[src/bytewise_block_tea_cipher_defines.svh]
// Assertion helpers used by the control module.
`ifndef BYTEWISE_BLOCK_TEA_CIPHER_DEFINES_SVH
`define BYTEWISE_BLOCK_TEA_CIPHER_DEFINES_SVH

// Same-cycle implication, disabled during reset.
`define BTEA_ASSERT_IMPL(label, ante, cons) \
    label: assert property (@(posedge i_clk) disable iff (!i_rst_n) (ante) |-> (cons)) \
        else $error("btea assertion failed");

// Next-cycle implication, disabled during reset.
`define BTEA_ASSERT_NEXT(label, ante, cons) \
    label: assert property (@(posedge i_clk) disable iff (!i_rst_n) (ante) |=> (cons)) \
        else $error("btea assertion failed");

`endif

[src/btea_pkg.sv]
package btea_pkg;

    localparam int MAX_LEN = 64;
    localparam int ADDR_W  = $clog2(MAX_LEN);
    localparam int CNT_W   = $clog2(MAX_LEN + 1);

    localparam logic [31:0] DELTA = 32'h9E37_79B9;

    localparam logic [1:0] CFG_KEY_LO = 2'd0;
    localparam logic [1:0] CFG_KEY_HI = 2'd1;
    localparam logic [1:0] CFG_GROUPS = 2'd2;
    localparam logic [1:0] CFG_DIR    = 2'd3;

    typedef enum logic [3:0] {
        ST_IDLE,
        ST_INIT0,
        ST_INIT1,
        ST_INIT2,
        ST_RD,
        ST_MIX1,
        ST_MIX2,
        ST_OUT_RD,
        ST_OUT_WAIT,
        ST_OUT_HOLD
    } t_state;

    typedef struct packed {
        logic [ADDR_W-1:0] rd_addr;
        logic              wr_en;
        logic              wr_mix;
        logic [ADDR_W-1:0] wr_addr;
        logic              cap_first;
        logic              cap_second;
        logic              sum_init;
        logic              sum_step;
        logic              mix1;
        logic              mix2;
        logic              x_self;
        logic              out_load;
        logic              out_last;
        logic [ADDR_W-1:0] p;
        logic [6:0]        rounds;
    } t_cmd;

    typedef struct packed {
        logic       dir;
        logic [2:0] groups;
        logic       out_taken;
    } t_stat;

    function automatic logic [31:0] sext8(input logic [7:0] b);
        return {{24{b[7]}}, b};
    endfunction

    function automatic logic [2:0] clamp_groups(input logic [2:0] g);
        logic [2:0] r;
        r = g;
        if (g == 3'd0) r = 3'd1;
        else if (g > 3'd4) r = 3'd4;
        return r;
    endfunction

    // 64 / k for k = 4 * groups
    function automatic logic [6:0] key_rounds(input logic [2:0] g);
        logic [6:0] r;
        case (g)
            3'd1:    r = 7'd16;
            3'd2:    r = 7'd8;
            3'd3:    r = 7'd5;
            default: r = 7'd4;
        endcase
        return r;
    endfunction

    // 64 / n for n in 1..64
    function automatic logic [6:0] len_rounds(input logic [CNT_W-1:0] n);
        logic [6:0] r;
        if (n <= CNT_W'(1))       r = 7'd64;
        else if (n == CNT_W'(2))  r = 7'd32;
        else if (n == CNT_W'(3))  r = 7'd21;
        else if (n == CNT_W'(4))  r = 7'd16;
        else if (n == CNT_W'(5))  r = 7'd12;
        else if (n == CNT_W'(6))  r = 7'd10;
        else if (n == CNT_W'(7))  r = 7'd9;
        else if (n == CNT_W'(8))  r = 7'd8;
        else if (n == CNT_W'(9))  r = 7'd7;
        else if (n == CNT_W'(10)) r = 7'd6;
        else if (n <= CNT_W'(12)) r = 7'd5;
        else if (n <= CNT_W'(16)) r = 7'd4;
        else if (n <= CNT_W'(21)) r = 7'd3;
        else if (n <= CNT_W'(32)) r = 7'd2;
        else                      r = 7'd1;
        return r;
    endfunction

    // p mod (4 * groups), groups already clamped
    function automatic logic [3:0] mod_key(input logic [ADDR_W-1:0] p, input logic [2:0] g);
        logic [7:0] t;
        logic [3:0] r;
        t = 8'(p);
        case (g)
            3'd1: r = {2'b00, t[1:0]};
            3'd2: r = {1'b0, t[2:0]};
            3'd3: begin
                if (t >= 8'd48) t = t - 8'd48;
                if (t >= 8'd24) t = t - 8'd24;
                if (t >= 8'd12) t = t - 8'd12;
                r = t[3:0];
            end
            default: r = t[3:0];
        endcase
        return r;
    endfunction

endpackage

[src/btea_ram.sv]
module btea_ram #(
    parameter int WIDTH = 8,
    parameter int DEPTH = 64
) (
    input  logic                     i_clk,
    input  logic                     i_wr_en,
    input  logic [$clog2(DEPTH)-1:0] i_wr_addr,
    input  logic [WIDTH-1:0]         i_wr_data,
    input  logic [$clog2(DEPTH)-1:0] i_rd_addr,
    output logic [WIDTH-1:0]         o_rd_data
);

    logic [WIDTH-1:0] r_mem [DEPTH];
    logic [WIDTH-1:0] r_rd_data;

    always_ff @(posedge i_clk) begin
        if (i_wr_en) begin
            r_mem[i_wr_addr] <= i_wr_data;
        end
        r_rd_data <= r_mem[i_rd_addr];
    end

    assign o_rd_data = r_rd_data;

endmodule

[src/btea_datapath.sv]
module btea_datapath (
    input  logic                  i_clk,
    input  logic                  i_rst_n,
    input  btea_pkg::t_cmd        i_cmd,
    output btea_pkg::t_stat       o_stat,
    input  logic [7:0]            i_data_byte,
    input  logic                  i_stall,
    input  logic                  i_cfg_valid,
    input  logic [1:0]            i_cfg_index,
    input  logic [63:0]           i_cfg_data,
    output logic [7:0]            o_out_byte,
    output logic                  o_out_last,
    output logic                  o_valid
);

    logic [63:0] r_key_lo;
    logic [63:0] r_key_hi;
    logic [2:0]  r_groups;
    logic        r_dir;

    logic [31:0] r_sum;
    logic [7:0]  r_x;
    logic [7:0]  r_nb;
    logic [7:0]  r_d;
    logic [31:0] r_ta;
    logic [31:0] r_tb;
    logic [7:0]  r_obyte;
    logic        r_olast;
    logic        r_ovalid;

    logic [7:0]  rd_data;
    logic [7:0]  wr_data;
    logic [2:0]  groups;
    logic [31:0] y;
    logic [31:0] z;
    logic [3:0]  kidx;
    logic [7:0]  kbyte;
    logic [7:0]  mixed;
    logic [7:0]  new_byte;

    assign groups = btea_pkg::clamp_groups(r_groups);

    btea_ram #(
        .WIDTH (8),
        .DEPTH (btea_pkg::MAX_LEN)
    ) u_store (
        .i_clk     (i_clk),
        .i_wr_en   (i_cmd.wr_en),
        .i_wr_addr (i_cmd.wr_addr),
        .i_wr_data (wr_data),
        .i_rd_addr (i_cmd.rd_addr),
        .o_rd_data (rd_data)
    );

    always_comb begin
        y        = r_dir ? btea_pkg::sext8(r_nb) : btea_pkg::sext8(rd_data);
        z        = r_dir ? btea_pkg::sext8(rd_data) : btea_pkg::sext8(r_nb);
        kidx     = btea_pkg::mod_key(i_cmd.p, groups) ^ {2'b00, r_sum[3:2]};
        kbyte    = kidx[3] ? r_key_hi[{kidx[2:0], 3'b000} +: 8]
                           : r_key_lo[{kidx[2:0], 3'b000} +: 8];
        mixed    = r_ta[7:0] ^ r_tb[7:0];
        new_byte = r_dir ? (r_x - mixed) : (r_x + mixed);
        wr_data  = i_cmd.wr_mix ? new_byte : i_data_byte;
    end

    always_ff @(posedge i_clk) begin
        if (!i_rst_n) begin
            r_key_lo <= '0;
            r_key_hi <= '0;
            r_groups <= 3'd4;
            r_dir    <= 1'b0;
            r_ovalid <= 1'b0;
        end else begin
            if (i_cfg_valid) begin
                case (i_cfg_index)
                    btea_pkg::CFG_KEY_LO: r_key_lo <= i_cfg_data;
                    btea_pkg::CFG_KEY_HI: r_key_hi <= i_cfg_data;
                    btea_pkg::CFG_GROUPS: r_groups <= i_cfg_data[2:0];
                    btea_pkg::CFG_DIR:    r_dir    <= i_cfg_data[0];
                    default: ;
                endcase
            end
            if (i_cmd.out_load) begin
                r_ovalid <= 1'b1;
            end else if (r_ovalid && !i_stall) begin
                r_ovalid <= 1'b0;
            end
        end
    end

    always_ff @(posedge i_clk) begin
        if (i_cmd.sum_init) begin
            r_sum <= r_dir ? 32'({25'd0, i_cmd.rounds} * btea_pkg::DELTA) : 32'd0;
        end else if (i_cmd.sum_step) begin
            r_sum <= r_dir ? (r_sum - btea_pkg::DELTA) : (r_sum + btea_pkg::DELTA);
        end
        if (i_cmd.cap_first) begin
            if (r_dir) r_nb <= rd_data;
            else       r_x  <= rd_data;
        end
        if (i_cmd.cap_second) begin
            if (r_dir) r_x  <= rd_data;
            else       r_nb <= rd_data;
        end
        if (i_cmd.mix1) begin
            r_ta <= ((z >> 5) ^ (y << 2)) + ((y >> 3) ^ (z << 4));
            r_tb <= (r_sum ^ y) + (btea_pkg::sext8(kbyte) ^ z);
            r_d  <= rd_data;
        end
        if (i_cmd.mix2) begin
            r_nb <= new_byte;
            // a one-byte message is its own neighbor: take the fresh byte
            r_x  <= i_cmd.x_self ? new_byte : r_d;
        end
        if (i_cmd.out_load) begin
            r_obyte <= rd_data;
            r_olast <= i_cmd.out_last;
        end
    end

    assign o_stat.dir       = r_dir;
    assign o_stat.groups    = groups;
    assign o_stat.out_taken = r_ovalid && !i_stall;

    assign o_out_byte = r_obyte;
    assign o_out_last = r_olast;
    assign o_valid    = r_ovalid;

endmodule

[src/btea_ctrl.sv]
`include "bytewise_block_tea_cipher_defines.svh"

module btea_ctrl (
    input  logic            i_clk,
    input  logic            i_rst_n,
    input  logic            i_valid,
    input  logic            i_last,
    output logic            o_stall,
    input  btea_pkg::t_stat i_stat,
    output btea_pkg::t_cmd  o_cmd
);

    localparam int AW = btea_pkg::ADDR_W;
    localparam int CW = btea_pkg::CNT_W;

    btea_pkg::t_state r_state, n_state;
    logic [CW-1:0]    r_cnt, n_cnt;
    logic [AW-1:0]    r_p, n_p;
    logic [6:0]       r_rounds, n_rounds;
    logic [AW-1:0]    r_i, n_i;

    logic          in_acc;
    logic [AW-1:0] n_last;
    logic          round_end;
    logic [CW-1:0] cnt_inc;
    logic          in_round;

    assign in_acc    = i_valid && (r_state == btea_pkg::ST_IDLE);
    assign n_last    = AW'(r_cnt - CW'(1));
    assign round_end = i_stat.dir ? (r_p == '0) : (r_p == n_last);
    assign cnt_inc   = (r_cnt < CW'(btea_pkg::MAX_LEN)) ? (r_cnt + CW'(1)) : r_cnt;
    assign in_round  = (r_state == btea_pkg::ST_RD) || (r_state == btea_pkg::ST_MIX2);

    always_comb begin
        n_state = r_state;
        case (r_state)
            btea_pkg::ST_IDLE:     if (in_acc && i_last) n_state = btea_pkg::ST_INIT0;
            btea_pkg::ST_INIT0:    n_state = btea_pkg::ST_INIT1;
            btea_pkg::ST_INIT1:    n_state = btea_pkg::ST_INIT2;
            btea_pkg::ST_INIT2:    n_state = btea_pkg::ST_RD;
            btea_pkg::ST_RD:       n_state = btea_pkg::ST_MIX1;
            btea_pkg::ST_MIX1:     n_state = btea_pkg::ST_MIX2;
            btea_pkg::ST_MIX2: begin
                if (round_end && (r_rounds == 7'd1)) n_state = btea_pkg::ST_OUT_RD;
                else                                  n_state = btea_pkg::ST_RD;
            end
            btea_pkg::ST_OUT_RD:   n_state = btea_pkg::ST_OUT_WAIT;
            btea_pkg::ST_OUT_WAIT: n_state = btea_pkg::ST_OUT_HOLD;
            btea_pkg::ST_OUT_HOLD: begin
                if (i_stat.out_taken) begin
                    n_state = (r_i == n_last) ? btea_pkg::ST_IDLE : btea_pkg::ST_OUT_RD;
                end
            end
            default:               n_state = btea_pkg::ST_IDLE;
        endcase
    end

    always_comb begin
        n_cnt    = r_cnt;
        n_p      = r_p;
        n_rounds = r_rounds;
        n_i      = r_i;
        case (r_state)
            btea_pkg::ST_IDLE: begin
                if (in_acc) begin
                    n_cnt = cnt_inc;
                    if (i_last) begin
                        n_rounds = 7'd6 + btea_pkg::key_rounds(i_stat.groups)
                                 + btea_pkg::len_rounds(cnt_inc);
                    end
                end
            end
            btea_pkg::ST_INIT0: begin
                n_p = i_stat.dir ? n_last : '0;
                n_i = '0;
            end
            btea_pkg::ST_MIX2: begin
                if (round_end) begin
                    n_p      = i_stat.dir ? n_last : '0;
                    n_rounds = r_rounds - 7'd1;
                end else begin
                    n_p = i_stat.dir ? (r_p - AW'(1)) : (r_p + AW'(1));
                end
            end
            btea_pkg::ST_OUT_HOLD: begin
                if (i_stat.out_taken) begin
                    n_i = r_i + AW'(1);
                    if (r_i == n_last) n_cnt = '0;
                end
            end
            default: ;
        endcase
    end

    always_comb begin
        o_cmd        = '0;
        o_cmd.p      = r_p;
        o_cmd.rounds = r_rounds;
        o_stall      = (r_state != btea_pkg::ST_IDLE);
        case (r_state)
            btea_pkg::ST_IDLE: begin
                o_cmd.wr_en   = in_acc && (r_cnt < CW'(btea_pkg::MAX_LEN));
                o_cmd.wr_addr = r_cnt[AW-1:0];
            end
            btea_pkg::ST_INIT0: begin
                o_cmd.rd_addr  = '0;
                o_cmd.sum_init = 1'b1;
            end
            btea_pkg::ST_INIT1: begin
                o_cmd.cap_first = 1'b1;
                o_cmd.rd_addr   = n_last;
            end
            btea_pkg::ST_INIT2: begin
                o_cmd.cap_second = 1'b1;
                o_cmd.sum_step   = !i_stat.dir;
            end
            btea_pkg::ST_RD: begin
                if (i_stat.dir) o_cmd.rd_addr = (r_p == '0) ? n_last : (r_p - AW'(1));
                else            o_cmd.rd_addr = (r_p == n_last) ? '0 : (r_p + AW'(1));
            end
            btea_pkg::ST_MIX1: o_cmd.mix1 = 1'b1;
            btea_pkg::ST_MIX2: begin
                o_cmd.mix2     = 1'b1;
                o_cmd.x_self   = (n_last == '0);
                o_cmd.wr_en    = 1'b1;
                o_cmd.wr_mix   = 1'b1;
                o_cmd.wr_addr  = r_p;
                o_cmd.sum_step = round_end;
            end
            btea_pkg::ST_OUT_RD: o_cmd.rd_addr = r_i;
            btea_pkg::ST_OUT_WAIT: begin
                o_cmd.out_load = 1'b1;
                o_cmd.out_last = (r_i == n_last);
            end
            default: ;
        endcase
    end

    always_ff @(posedge i_clk) begin
        if (!i_rst_n) begin
            r_state  <= btea_pkg::ST_IDLE;
            r_cnt    <= '0;
            r_p      <= '0;
            r_rounds <= '0;
            r_i      <= '0;
        end else begin
            r_state  <= n_state;
            r_cnt    <= n_cnt;
            r_p      <= n_p;
            r_rounds <= n_rounds;
            r_i      <= n_i;
        end
    end

    `BTEA_ASSERT_IMPL(a_cnt_range, 1'b1, r_cnt <= CW'(btea_pkg::MAX_LEN))
    `BTEA_ASSERT_IMPL(a_p_in_msg, in_round, CW'(r_p) < r_cnt)
    `BTEA_ASSERT_IMPL(a_rounds_live, r_state == btea_pkg::ST_RD, r_rounds != 7'd0)
    `BTEA_ASSERT_NEXT(a_last_starts, in_acc && i_last, r_state == btea_pkg::ST_INIT0)

endmodule

[src/bytewise_block_tea_cipher.sv]
// Sequence: after the last word, setup states INIT0 to INIT2, then RD, MIX1 and MIX2 per byte
//   per round (rounds = 6 + 64/k + 64/n), then OUT_RD, OUT_WAIT and OUT_HOLD per output word.
// Flow: one input word per cycle while loading; the round loop is bound by the
//   single read port of the message store and the two-stage byte mix.
// Reset: synchronous, active low; clears control and the key, sets groups to 4 and encrypt; store is not cleared.
module bytewise_block_tea_cipher (
    input  logic        i_clk,
    input  logic        i_rst_n,
    // input channel
    input  logic        i_valid,
    output logic        o_stall,
    input  logic [7:0]  i_data_byte,
    input  logic        i_last,
    // output channel
    output logic        o_valid,
    input  logic        i_stall,
    output logic [7:0]  o_out_byte,
    output logic        o_out_last,
    // configuration write channel
    input  logic        i_cfg_valid,
    output logic        o_cfg_ready,
    input  logic [1:0]  i_cfg_index,
    input  logic [63:0] i_cfg_data
);

    btea_pkg::t_cmd  cmd;
    btea_pkg::t_stat stat;

    // Configuration is to be written only while idle by the user; the block does not enforce this, so always take it.
    assign o_cfg_ready = 1'b1;

    // Sequence loading, rounds and streaming out.
    btea_ctrl u_ctrl (
        .i_clk   (i_clk),
        .i_rst_n (i_rst_n),
        .i_valid (i_valid),
        .i_last  (i_last),
        .o_stall (o_stall),
        .i_stat  (stat),
        .o_cmd   (cmd)
    );

    // Hold the store, key, round sum and the byte mix.
    btea_datapath u_dp (
        .i_clk       (i_clk),
        .i_rst_n     (i_rst_n),
        .i_cmd       (cmd),
        .o_stat      (stat),
        .i_data_byte (i_data_byte),
        .i_stall     (i_stall),
        .i_cfg_valid (i_cfg_valid && o_cfg_ready),
        .i_cfg_index (i_cfg_index),
        .i_cfg_data  (i_cfg_data),
        .o_out_byte  (o_out_byte),
        .o_out_last  (o_out_last),
        .o_valid     (o_valid)
    );

endmodule

[config.mk]
export PLATFORM = sky130hd
export DESIGN_NAME = bytewise_block_tea_cipher
export DESIGN_NICKNAME = d
export VERILOG_FILES = /design/src/btea_pkg.sv /design/src/btea_ram.sv /design/src/btea_datapath.sv /design/src/btea_ctrl.sv /design/src/bytewise_block_tea_cipher.sv
export VERILOG_INCLUDE_DIRS = /design/src /design/src/src
export SDC_FILE = /design/constraint.sdc
export NUM_CORES = 1
export LEC_CHECK = 0
export ABC_AREA = 1
export BUFFER_PORTS_ARGS = -buffer_cell sky130_fd_sc_hd__buf_4
export CORE_MARGIN = 2
export CORE_UTILIZATION = 25
export CTS_CLUSTER_SIZE = 25
export DETAILED_ROUTE_END_ITERATION = 16
export GPL_TIMING_DRIVEN = 0
export SKIP_LAST_GASP = 1
export SLEW_MARGIN = 25
export SYNTH_ARGS = -nofsm -noshare
export SYNTH_HDL_FRONTEND = slang
export SYNTH_SLANG_ARGS = --single-unit
[constraint.sdc]
create_clock -name i_clk -period 16.3 [get_ports i_clk]
set_clock_uncertainty 0.15 [all_clocks]
set_input_delay 1.63 -clock i_clk [delete_from_list [all_inputs] [get_ports i_clk]]
set_output_delay 1.63 -clock i_clk [all_outputs]
set_load 0.1 [all_outputs]
* Yosys cells after proc, flatten, opt, wreduce, memory -nomap -nowiden *
Memory sizes are Yosys's and may differ from the RTL's. A register that Yosys moved wholly into a read port is not among the register bits.
Index checks and enable logic that the tools add are counted.

word-level totals
  bits in registers = 244
  latch bits = 0
  RAM bits = 512
  bits in read-only memories = 0
  output and inout bits = 12
  word-level logic and storage cells = 203
  memories = 1

operators by class
  $add $sub $neg = 17
  $mul = 1
  div/mod/pow operators = 0
  order comparisons = 10
  equal/unequal tests = 33
  shifts and indexed selects = 2
  muxes and demuxes = 88
  bitwise operators = 6
  reductions and logical operators = 27

memories
  memory              depth  bits a word  rd ports  clocked after memory_dff  wr ports  RTL line        source
  u_dp.u_store.r_mem  64     8            1         1                         1         btea_ram.sv:13  logic [WIDTH-1:0] r_mem [DEPTH];

operators by type and width
  kind                                                                   count
  7-bit two-way mux                                                      26
  8-bit two-way mux                                                      18
  32-bit two-way mux                                                     4
  64-bit by 7-bit variable part select with 8-bit output                 2
  6-bit two-way mux                                                      7
  4-bit case mux with 10 select lines                                    1
  8-bit bitwise XOR                                                      5
  6-bit case mux with 2 select lines                                     3
  32-bit adder, second input constant                                    1
  7-bit by 32-bit multiplier with 32-bit output, second input constant   1
  32-bit subtractor, second input constant                               1
  7-bit by 3-bit equality test with 1-bit output, second input constant  4
  7-bit case mux with 2 select lines                                     2
  8-bit adder                                                            3
  7-bit by 4-bit equality test with 1-bit output, second input constant  3
  6-bit case mux with 3 select lines                                     1
  4-bit by 3-bit equality test with 1-bit output, second input constant  4
  5-bit case mux with 3 select lines                                     1
  7-bit by 2-bit equality test with 1-bit output, second input constant  2
  7-bit by 5-bit <= comparator with 1-bit output, second input constant  2
  13-bit two-way mux                                                     1
  6-bit by 1-bit adder with 6-bit output, second input constant          2
  6-bit equality test                                                    2
  6-bit zero test                                                        2
  44 further kinds                                                       86

* Logic depth before layout (Yosys ltp) *
  depth after elaboration = 24
  mapped depth = 32
  gate-level depth less buffers = 31

* By module *
From an unflattened synthesis, not the netlist that was laid out.

second synthesis, totals
  cell total of the unflattened synthesis = 3,727
  area total of the unflattened synthesis = 34,860.9 µm²

modules (own cells, without submodules)
  module                     times used  cells an instance  area an instance (µm²)  seq. area each (µm²)
  btea_ram                   1           1,805              21,339.2                15,534.9
  btea_datapath              1           1,399              10,421.2                4,214.0
  btea_ctrl                  1           521                3,089.2                 600.6
  bytewise_block_tea_cipher  1           2                  11.3                    0.0

* Worst setup path before layout *
Ideal clock, no wire load.

  path type = register -> register
  start = register u_dp.r_dir
  end = memory u_dp.u_store.r_mem[0][1] (data pin)
  library setup time = 0.702 ns
  data arrival time = 4.600 ns
  slack = 10.848 ns
  cell stages (with the launch flop) = 8
  path buffers = 3
  clock period less this slack = 5.452 ns
  cell sequence = dfxtp_1 > clkbuf_1 > clkbuf_1 > clkbuf_1 > o21ai_0 > fa_1 > inv_1 > o21ai_0

on the way
  cells in the longest elaborated chain, start to end = 2

ends and longest elaborated chain
  element                              RTL line             source
  start, declared                      btea_datapath.sv:19  logic r_dir;
  start signal, assigned               btea_datapath.sv:79  btea_pkg::CFG_DIR: r_dir <= i_cfg_data[0];
  8-bit two-way mux                    btea_datapath.sv:62  new_byte = r_dir ? (r_x - mixed) : (r_x + mixed);
  8-bit two-way mux                    btea_datapath.sv:63  wr_data = i_cmd.wr_mix ? new_byte : i_data_byte;
  named net u_dp.u_store.i_wr_data[1]  btea_ram.sv:8        input logic [WIDTH-1:0] i_wr_data,
  end, declared                        btea_ram.sv:13

The timed path passes the listed nets, and every way through them passes these cells.

* Worst setup path in the final report *
  start = register u_ctrl.r_p[4]
  end = register u_dp.r_tb[7] (data pin)

on the way
  cells in the longest elaborated chain, start to end = 14

ends and longest elaborated chain
  element                                                                                                                      RTL line                                  source
  start, declared                                                                                                              btea_ctrl.sv:18                           logic [AW-1:0] r_p, n_p;
  start signal, assigned                                                                                                       btea_ctrl.sv:149                          r_p <= n_p;
  6-bit by 6-bit subtractor with 7-bit output or 6-bit greater-or-equal comparator (tied branches)                             btea_pkg.sv:105                           if (t >= 8'd48) t = t - 8'd48;
  8-bit two-way mux *                                                                                                          btea_pkg.sv:105
  8-bit two-way mux *                                                                                                          btea_pkg.sv:101                           case (g)
  8-bit by 5-bit subtractor with 8-bit output or 8-bit by 5-bit greater-or-equal comparator with 1-bit output (tied branches)  btea_pkg.sv:106                           if (t >= 8'd24) t = t - 8'd24;
  8-bit two-way mux *                                                                                                          btea_pkg.sv:106
  8-bit two-way mux *                                                                                                          btea_pkg.sv:101
  8-bit by 4-bit greater-or-equal comparator with 1-bit output or 4-bit subtractor (tied branches)                             btea_pkg.sv:107                           if (t >= 8'd12) t = t - 8'd12;
  4-bit two-way mux *                                                                                                          btea_pkg.sv:107
  4-bit case mux with 3 select lines *                                                                                         btea_pkg.sv:101
  4-bit by 2-bit bitwise XOR with 4-bit output *                                                                               btea_datapath.sv:58                       kidx = btea_pkg::mod_key(i_cmd.p, groups) ^ {2'b00, r_sum[3:2]};
  64-bit by 7-bit variable part select with 8-bit output (on tied branches)                                                    btea_datapath.sv:60, btea_datapath.sv:59
  8-bit two-way mux *                                                                                                          btea_datapath.sv:59                       kbyte = kidx[3] ? r_key_hi[{kidx[2:0], 3'b000} +: 8]
  8-bit bitwise XOR *                                                                                                          btea_datapath.sv:107                      r_tb <= (r_sum ^ y) + (btea_pkg::sext8(kbyte) ^ z);
  8-bit adder *                                                                                                                btea_datapath.sv:107
  end signal, assigned                                                                                                         btea_datapath.sv:107
  end, declared                                                                                                                btea_datapath.sv:26                       logic [31:0] r_tb;

Mark *: on every way between the ends. The rest lies on a longest branch, timed or not. The select of a mux whose other input is x is not followed.
A chain may end at the register's enable or synchronous reset.

==> results.toml <==
[setup_path]
arrival_ns = 6.04
critical_path.slowest_cell = "sky130_fd_sc_hd__clkbuf_1"
worstPathMaxFanout = 10
critical_path.reg2reg.endpoint = "u_dp.r_tb[7]"
timing.critical_path.from_type = "register"
crit_buf_inv = 5
cp.required_ns = 16.54
crit_family = "simple AND/OR/NAND/NOR gates"
reg2reg_setup_slack_ns = 10.50
r2r.worst_path.cells = 29
crit_path_max_incr_delay_ns = 0.63
critical_path_cell_count = 29
timing.critical_path.to_type = "register"
r2r_start = "u_ctrl.r_p[4]"
timing_worst_setup_path_type = "reg2reg"
critical_path.most_common_cell = "sky130_fd_sc_hd__nand2_1"

[sta]
max_clock_freq_mhz = 172
final_period_minus_worst_setup_slack_ns = 5.80
worst_slew_margin_rel_pct = 26.0
hold_viol = 0
timing.setup.tns_ns = 0
holdWs_ns = 0.304
transition_time_at_the_pin_with_the_least_slew_margin_ns = 1.11
rsz0062_at_grt = "no"
finalMaxSlewViolations = 0
postLayoutSetupSlackWorst_ns = 10.50
period_share_pct = 35.6
setup_viol = 0

[placement]
portBuffers = 89
gp_routability_congestion = 0.951
dp_area_mm2 = 0.0397
dp_hpwl_um = 85300
worst_setup_slack_after_placement_ns = 10.68

[grt]
largest_net_degree_at_the_start_of_global_routing = 47
global_route_wire_length_before_repair_um = 177000
initial_antenna_violation_count = 4
grt_usage_pct = 15.8
first_global_vias = 27300
overflow = 0

[cells_and_area]
footprint_of_the_multi_input_gates_mm2 = 0.0128
fin_area_mm2 = 0.0422
fillers = 15000
final_layout_size_suffix_gt1_share_pct = 8.69
nNetsFinal = 4370
regArea_mm2 = 0.0203
num_antenna_cells = 0
synthToLayoutAreaGrowth_pct = 16.4

[clocking]
path_clk_slew_ns = 0.06
cts_root_buffer = "sky130_fd_sc_hd__clkbuf_16"
cts_made_buffers = 76
cts_tree = "yes"
insertion_delay_ns = 0.67
hold_buffers = 0
post_cts_buffers = 0
cts-htree-levels = 3
max_root_sink_buffers = 3
cts_resized = 0
numClockSinks = 740

[yosys]
post-synth-top-area-fraction_pct = 45.8
synth.area.mux_share_pct = 0
average_size_of_a_mapped_cell_um2 = 8.98
post_synth_main_area_contributors = "sky130_fd_sc_hd__edfxtp_1 46%, sky130_fd_sc_hd__nand3_1 10%, sky130_fd_sc_hd__dfxtp_1 10%"
synth.cell_area_mm2 = 0.0362
synthesis.yosys.warnings = 0
yosys_most_used_dff = "sky130_fd_sc_hd__edfxtp_1"
synth_top_family_by_area = "simple AND/OR/NAND/NOR gates"
yosysTopAreaCell = "sky130_fd_sc_hd__edfxtp_1"
synth.yosys.seq_area_share_pct = 56.2
yosys.area_share.adder_pct = 2.53
area_fraction_in_compound_gates_after_synthesis_pct = 5.63
netlist-cell-type-count = 54
basic_gate_share_of_the_synthesized_area_counting_and_or_nand_and_nor_cells_pct = 24.8
ys_top_cells_by_count = "755 x sky130_fd_sc_hd__nand3_1, 655 x sky130_fd_sc_hd__nand2_1, 553 x sky130_fd_sc_hd__edfxtp_1, 552 x sky130_fd_sc_hd__inv_1, 396 x sky130_fd_sc_hd__nor2_1"
yosys.area_share.xor_xnor_pct = 2.07
flops_latches_synth = 740
synth.net_count = 4185
synth_enable_flop_cells = 553
postSynthCellCount = 4036
post-synth-top-count-cell = "sky130_fd_sc_hd__nand3_1"
async_flop_share_pct = 0

[outcome]
outcome = "complete, no violations"

[run]
timing.max_cap.violations = 0

[min_path]
holdPathStages = 2
min_path_type = "reg2reg"
min-delay-start = "u_dp.r_key_hi[4]"
timing.hold.worst_endpoint = "u_dp.r_key_hi[4]"

[routing]
first_pass_iteration_count_of_the_detailed_router = 6
avgViaCountPerCell = 4.77
post-route-drc-count = 0
routed_wirelength_um = 119000
drt.antenna.violating_nets = 0
drt_iter0_markers = 3320
detail_routed_net_length_per_standard_cell_um = 19.3
via_count = 29500

[floorplanning]
floorplan.initialDensity_pct = 25.2
io_pins = 92
chip_height_um = 385
core_area_mm2 = 0.144
die-width_um = 385
die_footprint_mm2 = 0.148
std_cell_rows = 139

[power]
static-leakage-power_nw = 17.0
design_power_total_mw = 4.69
pwrdens_mw_per_mm2 = 111
irDropWorstVdd_v = 0.000101
-- layout make-up --
type                       count  area share (%)
sequential                   740            48.2
inverter                     571            5.09
buffer                       216            2.52
clock inverter                29           0.739
clock buffer                 108            5.06
timing repair buffer         107            2.34
tap                         1903            5.65
multi-input combinational   2509            30.4
-- routing by layer --
layer  part of all wire, %  up-vias  routed length, um  track usage, %
li1                      -    13800                  -               -
met4                   3.0        4               3610            4.73
met1                    43    14000              51500            22.0
met2                    44     1436              52000            24.3
met5                 0.024        -                 29               0
met3                    10      239              12300            3.73
-- placed cells by master (no fill, tap or decap), types with 4 or more instances in the layout --
| cell | count |
|---|---|
| sky130_fd_sc_hd__nand3_1 | 755 |
| sky130_fd_sc_hd__nand2_1 | 649 |
| sky130_fd_sc_hd__edfxtp_1 | 553 |
| sky130_fd_sc_hd__inv_1 | 552 |
| sky130_fd_sc_hd__nor2_1 | 394 |
| sky130_fd_sc_hd__o21ai_0 | 219 |
| sky130_fd_sc_hd__dfxtp_1 | 187 |
| sky130_fd_sc_hd__nand3b_1 | 129 |
| sky130_fd_sc_hd__buf_4 | 119 |
| sky130_fd_sc_hd__clkbuf_1 | 118 |
| sky130_fd_sc_hd__buf_2 | 80 |
| sky130_fd_sc_hd__a21oi_1 | 77 |
| sky130_fd_sc_hd__clkbuf_16 | 77 |
| sky130_fd_sc_hd__ha_1 | 62 |
| sky130_fd_sc_hd__xor2_1 | 55 |
| sky130_fd_sc_hd__xnor2_1 | 29 |
| sky130_fd_sc_hd__o22ai_1 | 17 |
| sky130_fd_sc_hd__inv_2 | 15 |
| sky130_fd_sc_hd__o211ai_1 | 15 |
| sky130_fd_sc_hd__nor3_1 | 13 |
| sky130_fd_sc_hd__clkinv_1 | 13 |
| sky130_fd_sc_hd__clkinv_2 | 10 |
| sky130_fd_sc_hd__clkbuf_8 | 9 |
| sky130_fd_sc_hd__buf_1 | 8 |
| sky130_fd_sc_hd__nand4_1 | 8 |
| sky130_fd_sc_hd__buf_6 | 7 |
| sky130_fd_sc_hd__fa_1 | 7 |
| sky130_fd_sc_hd__buf_16 | 7 |
| sky130_fd_sc_hd__o21ai_1 | 6 |
| sky130_fd_sc_hd__nand2_4 | 6 |
| sky130_fd_sc_hd__nor2_2 | 6 |
| sky130_fd_sc_hd__o31ai_1 | 5 |
| sky130_fd_sc_hd__a31oi_1 | 5 |
| sky130_fd_sc_hd__nor4_2 | 4 |
| sky130_fd_sc_hd__clkinv_16 | 4 |
-- worst max-delay path by stage --
| stage | from | end | slack (ns) |
|---|---|---|---|
| floorplan | u_dp.r_dir | u_dp.u_store.r_mem[0][1] | 10.85 |
| global placement | u_dp.r_dir | u_dp.u_store.r_mem[22][1] | 4.92 |
| detailed placement | u_ctrl.r_p[4] | u_dp.r_tb[7] | 10.68 |
| CTS | u_ctrl.r_p[4] | u_dp.r_tb[7] | 10.61 |
| global route | u_ctrl.r_p[4] | u_dp.r_tb[7] | 9.96 |
| finish | u_ctrl.r_p[4] | u_dp.r_tb[7] | 10.50 |
-- flip-flops by register name, summed over array words and instances (netlist names) --
name / flops
u_ctrl.r_i: 6
u_dp.o_out_byte: 8
u_dp.o_out_last: 1
u_dp.u_store.r_mem: 512
u_dp.r_sum: 8
u_dp.r_ta: 8
u_dp.r_dir: 1
u_dp.r_tb: 8
u_dp.r_key_hi: 64
u_ctrl.r_rounds: 7
u_dp.o_valid: 1
u_dp.r_nb: 8
u_dp.r_d: 8
u_ctrl.r_cnt: 7
u_ctrl.r_p: 6
u_dp.u_store.o_rd_data: 8
u_dp.r_groups: 3
u_dp.r_key_lo: 64
u_dp.r_x: 8
u_ctrl.r_state: 4
-- power breakdown --
part           total, mW  internal [mW]  switching, mW  leakage, nW
Sequential          2.15           2.11         0.0470         6.51
Clock               1.74          0.955          0.781         1.19
Combinational      0.803          0.281          0.522         9.30
-- cells by family (layout without fill, tap and decap cells) --
logic type,Yosys count,in the layout
other,1,1
adders and majority gates,69,69
DFF,740,740
and+or+nand+nor,1981,1981
buffers and inverters,787,1031
xor gates and xnor gates,85,85
AOI/OAI and AO/OA,373,373
-- worst reg2reg max path, delay by kind of cell (launching register included) --
kind	cells	cell delay, ns
simple gates	13	1.82
compound gates	5	0.83
fa+ha+maj	3	0.79
flops	1	0.47
xor+xnor	3	0.52
buf+inv	5	0.94
-- through the flow --
| stage | cells | utilization [%] |
|---|---|---|
| final | 6183 | 29.3 |
| after detailed placement | 6046 | 27.6 |
| after floorplan | 4036 | - |
| after global placement | 6028 | 27.3 |
| after CTS | 6183 | 29.3 |
| after global routing | 6183 | 29.3 |
Note: power is estimated with default switching activity, not from simulation.
